$ cat config.mk
export PLATFORM = sky130hd
export DESIGN_NAME = positional_pid_clamped_integral_unit
export DESIGN_NICKNAME = d
export VERILOG_FILES = /design/src/sv/pidc_pkg.sv /design/src/sv/pidc_err_stage.sv /design/src/sv/pidc_mul_stage.sv /design/src/sv/pidc_out_stage.sv /design/src/sv/positional_pid_clamped_integral_unit.sv
export SDC_FILE = /design/constraint.sdc
export NUM_CORES = 2
export LEC_CHECK = 0
export BUFFER_PORTS_ARGS = -buffer_cell sky130_fd_sc_hd__buf_4
export CAP_MARGIN = 30
export CORE_MARGIN = 2
export CORE_UTILIZATION = 55
export CTS_CLUSTER_SIZE = 40
export DETAILED_ROUTE_END_ITERATION = 10
export GPL_ROUTABILITY_DRIVEN = 0
export GPL_TIMING_DRIVEN = 0
export PLACE_DENSITY = 0.68
export SETUP_SLACK_MARGIN = 0.02
export SYNTH_ARGS = -nofsm -noshare
export SYNTH_HDL_FRONTEND = slang
export SYNTH_HIERARCHICAL = 1
export SYNTH_SLANG_ARGS = --single-unit
export TNS_END_PERCENT = 20
$ cat constraint.sdc
create_clock -name clk -period 8.4 [get_ports clk]
set_clock_uncertainty 0.05 [all_clocks]
set_input_delay 0.42 -clock clk [delete_from_list [all_inputs] [get_ports clk]]
set_output_delay 0.42 -clock clk [all_outputs]
set_load 0.02 [all_outputs]
$ cat src/sv/pidc_pkg.sv
// Shared types, constants and width helpers for the positional PID unit.
package pidc_pkg;

	// Field widths fixed by the register map and the output format
	localparam int unsigned GAIN_W     = 24;
	localparam int unsigned LIMIT_W    = 16;
	localparam int unsigned SUM_W      = LIMIT_W + 1;
	localparam int unsigned OUT_W      = 32;
	localparam int unsigned FRAC_SHIFT = 8;
	localparam int unsigned CFG_IDX_W  = 3;

	// Default sample width
	localparam int unsigned VALUE_WIDTH_DEF = 16;

	// Register reset values
	localparam logic [GAIN_W-1:0]  KP_RESET    = 24'd3277;
	localparam logic [GAIN_W-1:0]  KI_RESET    = 24'd7;
	localparam logic [GAIN_W-1:0]  KD_RESET    = 24'd327680;
	localparam logic [LIMIT_W-1:0] LIMIT_RESET = 16'd5000;

	// Register indexes
	typedef enum logic [CFG_IDX_W-1:0] {
		CFG_KP    = 3'd0,
		CFG_KI    = 3'd1,
		CFG_KD    = 3'd2,
		CFG_LIMIT = 3'd3
	} cfg_idx_t;

	// Configuration register file contents
	typedef struct packed {
		logic [GAIN_W-1:0]  kp;
		logic [GAIN_W-1:0]  ki;
		logic [GAIN_W-1:0]  kd;
		logic [LIMIT_W-1:0] limit;
	} pidc_cfg_t;

	// Width of each registered product: gain (zero-extended, signed) times the
	// widest of derivative term and integral
	function automatic int unsigned prod_w(int unsigned vw);
		int unsigned dw;
		dw = vw + 2;
		return GAIN_W + 1 + ((dw > SUM_W) ? dw : SUM_W);
	endfunction

endpackage

$ cat src/sv/pidc_err_stage.sv
// Error, clamped integral and error difference; holds the controller state.
module pidc_err_stage #(
	parameter int unsigned VALUE_WIDTH = pidc_pkg::VALUE_WIDTH_DEF
) (
	input  logic                                 clk,
	input  logic                                 arst_n,
	input  logic signed [VALUE_WIDTH-1:0]        measured_value,
	input  logic signed [VALUE_WIDTH-1:0]        setpoint,
	input  logic                                 motors_stopped,
	input  logic                                 in_valid,
	output logic                                 in_stall,
	input  logic [pidc_pkg::LIMIT_W-1:0]         limit,
	input  logic                                 ready_s2,
	output logic                                 valid_s1,
	output logic signed [VALUE_WIDTH:0]          err_s1,
	output logic signed [pidc_pkg::SUM_W-1:0]    sum_s1,
	output logic signed [VALUE_WIDTH+1:0]        diff_s1
);

	localparam int unsigned ErrW  = VALUE_WIDTH + 1;
	localparam int unsigned DiffW = ErrW + 1;
	localparam int unsigned PreW  =
		((ErrW > pidc_pkg::SUM_W) ? ErrW : pidc_pkg::SUM_W) + 1;

	logic signed [ErrW-1:0]           prev_error_q;
	logic signed [pidc_pkg::SUM_W-1:0] error_sum_q;

	logic signed [ErrW-1:0]            err;
	logic signed [PreW-1:0]            pre_sum;
	logic signed [PreW-1:0]            lim_pos;
	logic signed [PreW-1:0]            lim_neg;
	logic signed [PreW-1:0]            clamped;
	logic signed [pidc_pkg::SUM_W-1:0] sum_c;
	logic signed [DiffW-1:0]           diff;
	logic                              in_acc;

	// Stage loads when empty or when its request moves on
	assign in_stall = valid_s1 && !ready_s2;
	assign in_acc   = in_valid && !in_stall;

	// Error and raw integral at full width
	assign err     = ErrW'(setpoint) - ErrW'(measured_value);
	assign pre_sum = PreW'(err) + PreW'(error_sum_q);
	assign lim_pos = signed'(PreW'({1'b0, limit}));
	assign lim_neg = -lim_pos;

	// Clamp to the configured bound
	always_comb begin
		if (pre_sum > lim_pos) begin
			clamped = lim_pos;
		end else if (pre_sum < lim_neg) begin
			clamped = lim_neg;
		end else begin
			clamped = pre_sum;
		end
	end

	assign sum_c = pidc_pkg::SUM_W'(clamped);
	assign diff  = DiffW'(err) - DiffW'(prev_error_q);

	// Controller state, updated as each request is taken
	always_ff @(posedge clk or negedge arst_n) begin
		if (!arst_n) begin
			prev_error_q <= '0;
			error_sum_q  <= '0;
			valid_s1     <= 1'b0;
		end else begin
			if (in_acc) begin
				prev_error_q <= err;
				error_sum_q  <= motors_stopped ? '0 : sum_c;
			end
			if (!valid_s1 || ready_s2) begin
				valid_s1 <= in_valid;
			end
		end
	end

	// Stage payload
	always_ff @(posedge clk) begin
		if (in_acc) begin
			err_s1  <= err;
			sum_s1  <= sum_c;
			diff_s1 <= diff;
		end
	end

	// Stopped motors leave a cleared integral
	a_stop_clears: assert property (@(posedge clk) disable iff (!arst_n)
		in_acc && motors_stopped |=> error_sum_q == '0)
		else $error("integral not cleared after stopped sample");

	// Stored previous error follows the taken request
	a_prev_err: assert property (@(posedge clk) disable iff (!arst_n)
		in_acc |=> prev_error_q == $past(err) && err_s1 == $past(err))
		else $error("previous error not updated");

	// Integral handed on stays within the bound
	a_sum_bound: assert property (@(posedge clk) disable iff (!arst_n)
		in_acc |=> PreW'(sum_s1) <= $past(lim_pos) && PreW'(sum_s1) >= $past(lim_neg))
		else $error("integral outside limit");

endmodule

$ cat src/sv/pidc_mul_stage.sv
// Gain products for the proportional, integral and derivative terms.
module pidc_mul_stage #(
	parameter int unsigned VALUE_WIDTH = pidc_pkg::VALUE_WIDTH_DEF
) (
	input  logic                                                   clk,
	input  logic                                                   arst_n,
	input  pidc_pkg::pidc_cfg_t                                    cfg,
	input  logic                                                   valid_s1,
	input  logic signed [VALUE_WIDTH:0]                            err_s1,
	input  logic signed [pidc_pkg::SUM_W-1:0]                      sum_s1,
	input  logic signed [VALUE_WIDTH+1:0]                          diff_s1,
	output logic                                                   ready_s2,
	input  logic                                                   ready_s3,
	output logic                                                   valid_s2,
	output logic signed [pidc_pkg::prod_w(VALUE_WIDTH)-1:0]        kp_s2,
	output logic signed [pidc_pkg::prod_w(VALUE_WIDTH)-1:0]        ki_s2,
	output logic signed [pidc_pkg::prod_w(VALUE_WIDTH)-1:0]        kd_s2
);

	localparam int unsigned GainSW = pidc_pkg::GAIN_W + 1;
	localparam int unsigned ErrW   = VALUE_WIDTH + 1;
	localparam int unsigned ProdW  = pidc_pkg::prod_w(VALUE_WIDTH);

	logic signed [GainSW-1:0]                  kp_g;
	logic signed [GainSW-1:0]                  ki_g;
	logic signed [GainSW-1:0]                  kd_g;
	logic signed [GainSW+ErrW-1:0]             kp_full;
	logic signed [GainSW+pidc_pkg::SUM_W-1:0]  ki_full;
	logic signed [GainSW+ErrW:0]               kd_full;

	assign ready_s2 = !valid_s2 || ready_s3;

	// Unsigned gains seen as non-negative signed operands
	assign kp_g = signed'({1'b0, cfg.kp});
	assign ki_g = signed'({1'b0, cfg.ki});
	assign kd_g = signed'({1'b0, cfg.kd});

	// Three independent multipliers
	assign kp_full = kp_g * err_s1;
	assign ki_full = ki_g * sum_s1;
	assign kd_full = kd_g * diff_s1;

	always_ff @(posedge clk or negedge arst_n) begin
		if (!arst_n) begin
			valid_s2 <= 1'b0;
		end else if (ready_s2) begin
			valid_s2 <= valid_s1;
		end
	end

	always_ff @(posedge clk) begin
		if (ready_s2 && valid_s1) begin
			kp_s2 <= ProdW'(kp_full);
			ki_s2 <= ProdW'(ki_full);
			kd_s2 <= ProdW'(kd_full);
		end
	end

endmodule

$ cat src/sv/pidc_out_stage.sv
// Term sum, Q.8 scaling with floor, saturation and the output register.
module pidc_out_stage #(
	parameter int unsigned VALUE_WIDTH = pidc_pkg::VALUE_WIDTH_DEF
) (
	input  logic                                            clk,
	input  logic                                            arst_n,
	input  logic                                            valid_s2,
	input  logic signed [pidc_pkg::prod_w(VALUE_WIDTH)-1:0] kp_s2,
	input  logic signed [pidc_pkg::prod_w(VALUE_WIDTH)-1:0] ki_s2,
	input  logic signed [pidc_pkg::prod_w(VALUE_WIDTH)-1:0] kd_s2,
	output logic                                            ready_s3,
	output logic                                            out_valid,
	input  logic                                            out_stall,
	output logic signed [pidc_pkg::OUT_W-1:0]               drive_out
);

	localparam int unsigned ProdW = pidc_pkg::prod_w(VALUE_WIDTH);
	localparam int unsigned AccW  = ProdW + 2;
	localparam int unsigned ShW   = AccW - pidc_pkg::FRAC_SHIFT;
	localparam int unsigned OutW  = pidc_pkg::OUT_W;

	logic signed [AccW-1:0]  acc;
	logic signed [ShW-1:0]   shifted;
	logic                    ovf_pos;
	logic                    ovf_neg;
	logic signed [OutW-1:0]  sat;

	assign ready_s3 = !out_valid || !out_stall;

	// Full-width sum; dropping the low bits floors toward minus infinity
	assign acc     = AccW'(kp_s2) + AccW'(ki_s2) + AccW'(kd_s2);
	assign shifted = acc[AccW-1:pidc_pkg::FRAC_SHIFT];

	// Saturate to signed 32 bits from the bits above the output sign
	assign ovf_pos = !shifted[ShW-1] && (|shifted[ShW-2:OutW-1]);
	assign ovf_neg = shifted[ShW-1] && !(&shifted[ShW-2:OutW-1]);

	always_comb begin
		if (ovf_pos) begin
			sat = {1'b0, {(OutW-1){1'b1}}};
		end else if (ovf_neg) begin
			sat = {1'b1, {(OutW-1){1'b0}}};
		end else begin
			sat = shifted[OutW-1:0];
		end
	end

	always_ff @(posedge clk or negedge arst_n) begin
		if (!arst_n) begin
			out_valid <= 1'b0;
		end else if (ready_s3) begin
			out_valid <= valid_s2;
		end
	end

	always_ff @(posedge clk) begin
		if (ready_s3 && valid_s2) begin
			drive_out <= sat;
		end
	end

endmodule

$ cat src/sv/positional_pid_clamped_integral_unit.sv
// Positional PID, clamped integral: three-stage pipeline, one sample per clock unless stalled.
//
// A sample is taken into the first stage register at the edge that accepts it,
// and its drive_out passes through the second stage register into the output
// register; a new sample can be accepted every cycle while in_stall is low.
// The first stage forms the error and the clamped integral and updates the
// stored previous error and integral at the edge where the sample is accepted,
// so consecutive samples see each other's state. The second stage holds the
// three gain multipliers, the third the term sum, the floor shift by 8 and
// saturation to signed 32 bits. The integral is bounded by the limit register
// and cleared after a sample whose motors_stopped bit is set. Gains are
// unsigned Q16.8. Registers are written through the cfg port (always ready);
// the user must write them only while no sample is in flight; the block does
// not enforce this. Unknown indexes are ignored. An output stall holds every
// occupied stage with no empty stage after it; empty stages still fill, so
// in_stall rises only once all three stages are full and the output is stalled.
module positional_pid_clamped_integral_unit #(
	parameter int unsigned VALUE_WIDTH = pidc_pkg::VALUE_WIDTH_DEF
) (
	input  logic                                 clk,
	input  logic                                 arst_n,
	// sample channel
	input  logic                                 in_valid,
	output logic                                 in_stall,
	input  logic signed [VALUE_WIDTH-1:0]        measured_value,
	input  logic signed [VALUE_WIDTH-1:0]        setpoint,
	input  logic                                 motors_stopped,
	// result channel
	output logic                                 out_valid,
	input  logic                                 out_stall,
	output logic signed [pidc_pkg::OUT_W-1:0]    drive_out,
	// register write channel
	input  logic                                 cfg_valid,
	output logic                                 cfg_ready,
	input  logic [pidc_pkg::CFG_IDX_W-1:0]       cfg_index,
	input  logic [pidc_pkg::GAIN_W-1:0]          cfg_data
);

	localparam int unsigned ProdW = pidc_pkg::prod_w(VALUE_WIDTH);

	pidc_pkg::pidc_cfg_t                 cfg_q;
	logic                                valid_s1;
	logic signed [VALUE_WIDTH:0]         err_s1;
	logic signed [pidc_pkg::SUM_W-1:0]   sum_s1;
	logic signed [VALUE_WIDTH+1:0]       diff_s1;
	logic                                ready_s2;
	logic                                ready_s3;
	logic                                valid_s2;
	logic signed [ProdW-1:0]             kp_s2;
	logic signed [ProdW-1:0]             ki_s2;
	logic signed [ProdW-1:0]             kd_s2;

	assign cfg_ready = 1'b1;

	// Configuration registers
	always_ff @(posedge clk or negedge arst_n) begin
		if (!arst_n) begin
			cfg_q.kp    <= pidc_pkg::KP_RESET;
			cfg_q.ki    <= pidc_pkg::KI_RESET;
			cfg_q.kd    <= pidc_pkg::KD_RESET;
			cfg_q.limit <= pidc_pkg::LIMIT_RESET;
		end else if (cfg_valid && cfg_ready) begin
			case (pidc_pkg::cfg_idx_t'(cfg_index))
				pidc_pkg::CFG_KP: begin
					cfg_q.kp <= cfg_data;
				end
				pidc_pkg::CFG_KI: begin
					cfg_q.ki <= cfg_data;
				end
				pidc_pkg::CFG_KD: begin
					cfg_q.kd <= cfg_data;
				end
				pidc_pkg::CFG_LIMIT: begin
					cfg_q.limit <= cfg_data[pidc_pkg::LIMIT_W-1:0];
				end
				default: begin
					cfg_q <= cfg_q;
				end
			endcase
		end
	end

	pidc_err_stage #(
		.VALUE_WIDTH(VALUE_WIDTH)
	) u_err (
		.clk            (clk),
		.arst_n         (arst_n),
		.measured_value (measured_value),
		.setpoint       (setpoint),
		.motors_stopped (motors_stopped),
		.in_valid       (in_valid),
		.in_stall       (in_stall),
		.limit          (cfg_q.limit),
		.ready_s2       (ready_s2),
		.valid_s1       (valid_s1),
		.err_s1         (err_s1),
		.sum_s1         (sum_s1),
		.diff_s1        (diff_s1)
	);

	pidc_mul_stage #(
		.VALUE_WIDTH(VALUE_WIDTH)
	) u_mul (
		.clk      (clk),
		.arst_n   (arst_n),
		.cfg      (cfg_q),
		.valid_s1 (valid_s1),
		.err_s1   (err_s1),
		.sum_s1   (sum_s1),
		.diff_s1  (diff_s1),
		.ready_s2 (ready_s2),
		.ready_s3 (ready_s3),
		.valid_s2 (valid_s2),
		.kp_s2    (kp_s2),
		.ki_s2    (ki_s2),
		.kd_s2    (kd_s2)
	);

	pidc_out_stage #(
		.VALUE_WIDTH(VALUE_WIDTH)
	) u_out (
		.clk       (clk),
		.arst_n    (arst_n),
		.valid_s2  (valid_s2),
		.kp_s2     (kp_s2),
		.ki_s2     (ki_s2),
		.kd_s2     (kd_s2),
		.ready_s3  (ready_s3),
		.out_valid (out_valid),
		.out_stall (out_stall),
		.drive_out (drive_out)
	);

endmodule
==> results.sh <==
export IMPL_ys_ff_latch=336
export IMPL_path_delay_family="adder cells"
export IMPL_clock_sinks=336
export IMPL_wl_um=177000
export IMPL_slew_headroom=0.374
export IMPL_syn_num_nets=7976
export IMPL_grt_max_degree=82
export IMPL_worst_slack_ns=0.355
export IMPL_setup_viol=0
export IMPL_synthesis_area_um2=60300
export IMPL_dieArea_um2=112000
export IMPL_port_buffers=98
export IMPL_cts_tree="yes"
export IMPL_cap_violations=0
export IMPL_h_tree_depth=2
export IMPL_cp_max_fo=11
export IMPL_io_pins=100
export IMPL_yosys_area_share_simple=0.145
export IMPL_drive_gt1_frac=0.0653
export IMPL_synth_cell_type_count=118
export IMPL_async_reset_ff_frac=0.372
export IMPL_dr_total_vias=44741
export IMPL_reg2regPathDepth=20
export IMPL_worstHoldPathType="input pin to register"
export IMPL_synth_top_family_by_area="adder cells"
export IMPL_arrival_ns=8.28
export IMPL_cp_num_buf_inv=4
export IMPL_path_common_cell="fa_1"
export IMPL_layout_common_cells="inv_1, fa_1, nand2_1"
export IMPL_place_ws_ns=0.284
export IMPL_post_route_drc_count=0
export IMPL_maxSlewViolCount=0
export IMPL_postCtsSetupRepairBufs=0
export IMPL_max_stage_delay_ns=0.65
export IMPL_fin_crit_ns=8.04
export IMPL_nets=8120
export IMPL_synthCells=6302
export IMPL_rsz0062_at_grt="yes"
export IMPL_critPathSlowestCell="edfxtp_1"
export IMPL_synth_area_top_cells="fa_1, ha_1, edfxtp_1"
export IMPL_die_w_um=335
export IMPL_yosysTopAreaCellShare=0.350
export IMPL_cts_buffers=41
export IMPL_min_from="in_valid"
export IMPL_path_class="register to register"
export IMPL_synthMuxAreaShare=0.0211
export IMPL_clkLatencyLatePin_ns=0.62
export IMPL_status="complete, no violations"
export IMPL_r2r_end="u_mul/kp_s2[32]"
export IMPL_avgSynthCellArea_um2=9.57
export IMPL_grt_usage=0.326
export IMPL_n_fill_cell=9418
export IMPL_drt_iter0_drc=3591
export IMPL_cp_cell_sequence="inv_1 > clkbuf_1 > nor2_1 > fa_1 > fa_1 > fa_1 > fa_1 > fa_1 > inv_1 > fa_1 > inv_1 > ha_1 > a2111oi_0 > o21ai_0 > o21ai_0 > nand2_1 > o211ai_2 > a21oi_1 > o41ai_2 > a21boi_0"
export IMPL_timing_fmax_mhz=124
export IMPL_cts_clk_slew_worst_paths_ns=0.06
export IMPL_rrSetupSlack_ns=0.36
export IMPL_synth_area_leader_cell="fa_1"
export IMPL_synth_flop_cell="edfxtp_1"
export IMPL_hold_depth=2
export IMPL_worst_slew_pin_slew_ns=0.933
export IMPL_vias_per_cell=5.67
export IMPL_grt_pass1_wl_um=276000
export IMPL_antenna_found_initial=18
export IMPL_dpl_cell_area_um2=62900
export IMPL_min_period_over_period=0.958
export IMPL_min_to="u_err/valid_s1"
export IMPL_synth_compound_area_frac=0.0795
export IMPL_hold_viol_final=0
export IMPL_start_util=0.554
export IMPL_synth_edff_count=211
export IMPL_cts_root_buffer="clkbuf_16"
export IMPL_synth_fa_ha_area_frac=0.465
export IMPL_seq_area_frac_synth=0.157
export IMPL_gr_total_overflow=0
export IMPL_core_um2=109000
export IMPL_r2r_start="u_err/err_s1[16]"
export IMPL_num_rows=121
export IMPL_setup_tns_ns=0
export IMPL_cp_required_ns=8.64
export IMPL_dpl_hpwl_um=148000
export IMPL_synthXorXnorAreaFrac=0.0272
export IMPL_end_kind="register"
export IMPL_yosys_warnings=6
export IMPL_area_growth_pct=6.69
export IMPL_ant_nets=0
export IMPL_routedWlPerCell_um=22.4
export IMPL_final_common_cell="inv_1"
export IMPL_fin_area_um2=64300
export IMPL_die_h_um=335
export IMPL_start_kind="register"
export IMPL_cts_buffer_depth=3
export IMPL_grt_pass1_vias=46804
export IMPL_first_pass_iters=6
-- cell type report --
type,instances,area (µm²),area share
multi-input cells,4356,44500,0.692
flip-flops and latches,336,9490,0.147
inverters,1356,5090,0.0791
well taps,1414,1770,0.0275
plain buffers,254,1220,0.0190
clock buffers,48,1090,0.0170
repair buffers,101,805,0.0125
clock inverters,28,348,0.00541
diodes,2,5.00,0.0000778
-- worst register-to-register path, delay by kind of cell (launching register included) --
family	cells	cell delay, ns
AO/OA/AOI/OAI	7	2.40
adder cells (fa/ha/maj)	7	3.28
buffers and inverters	4	1.04
flip-flops	1	0.65
AND/OR/NAND/NOR	2	0.31
-- registers in the layout (all words and copies together) (netlist names) --
signal / flops
u_err/sum_s1: 17
u_err/error_sum_q: 17
cfg_q: 88
u_mul/ki_s2: 42
u_out/out_valid: 1
u_err/err_s1: 17
u_err/diff_s1: 18
u_err/prev_error_q: 17
u_mul/valid_s2: 1
u_out/drive_out: 32
u_mul/kp_s2: 42
u_err/valid_s1: 1
u_mul/kd_s2: 43
-- per-stage QoR --
step            util  hold slack, ns  cells
3_3_place_gp   0.577           0.422   7814
5_1_grt        0.591          0.0248   7893
6_report       0.591          0.0212   7895
3_5_place_dp   0.578           0.345   7816
2_1_floorplan      -          0.0744   6302
4_1_cts        0.591         0.00804   7893
-- synth_stat cells (17+ instances only) --
cell	n
o21a_1	30
clkbuf_1	201
nor2b_1	22
a21o_1	108
buf_6	23
and3_1	19
mux2i_1	18
nor2_1	168
nand3_1	44
xnor2_1	140
dfstp_2	17
a21oi_1	196
mux2_2	91
a31oi_1	21
o21bai_1	20
a22o_1	18
o21ai_0	97
edfxtp_1	211
o21ai_1	17
fa_1	1055
nand2b_1	51
nand4_1	38
inv_1	1354
nor3_1	36
ha_1	554
a211oi_1	19
dfrtp_1	108
and2_1	563
xor2_1	47
nand2_1	754
-- metal layers --
layer | track usage | vias up | wire (µm)
met5 | 0 | - | 70
met4 | 0.145 | 10 | 9400
met3 | 0.0791 | 422 | 17900
met2 | 0.511 | 2059 | 79000
met1 | 0.431 | 22419 | 70700
li1 | - | 19831 | -
-- how the worst max path moves through the flow --
stage | startpoint | to | depth (start not counted) | slack [ns]
after global placement | u_err/sum_s1[16] | u_mul/ki_s2[41] | 21 | 0.37
after floorplan | cfg_q[75] | u_mul/kp_s2[34] | 23 | 2.13
after detailed placement | u_err/sum_s1[16] | u_mul/ki_s2[41] | 21 | 0.28
after CTS | u_err/sum_s1[16] | u_mul/ki_s2[41] | 21 | 0.25
final | u_err/err_s1[16] | u_mul/kp_s2[32] | 20 | 0.36
after global routing | u_err/err_s1[16] | u_mul/kp_s2[39] | 20 | 0.02
-- timing repair --
item	in CTS	in global routing
hold endpoints to repair	40	0
resized for setup	0	1
setup endpoints to repair	0	2
hold buffers	1	0
-- kinds of logic (layout without fill, tap and decap cells) --
kind of cell | Yosys count | count (layout)
AND/OR/NAND/NOR | 1760 | 1760
flip-flops | 336 | 336
adder cells (fa/ha/maj) | 1609 | 1609
AO/OA/AOI/OAI | 685 | 685
multiplexers | 114 | 114
XOR/XNOR | 187 | 187
other | 1 | 3
buffers and inverters | 1610 | 1787
Power is left out: the tool's default activity adds up to more than one toggle a clock period on the data nets, which glitch-free logic cannot reach.
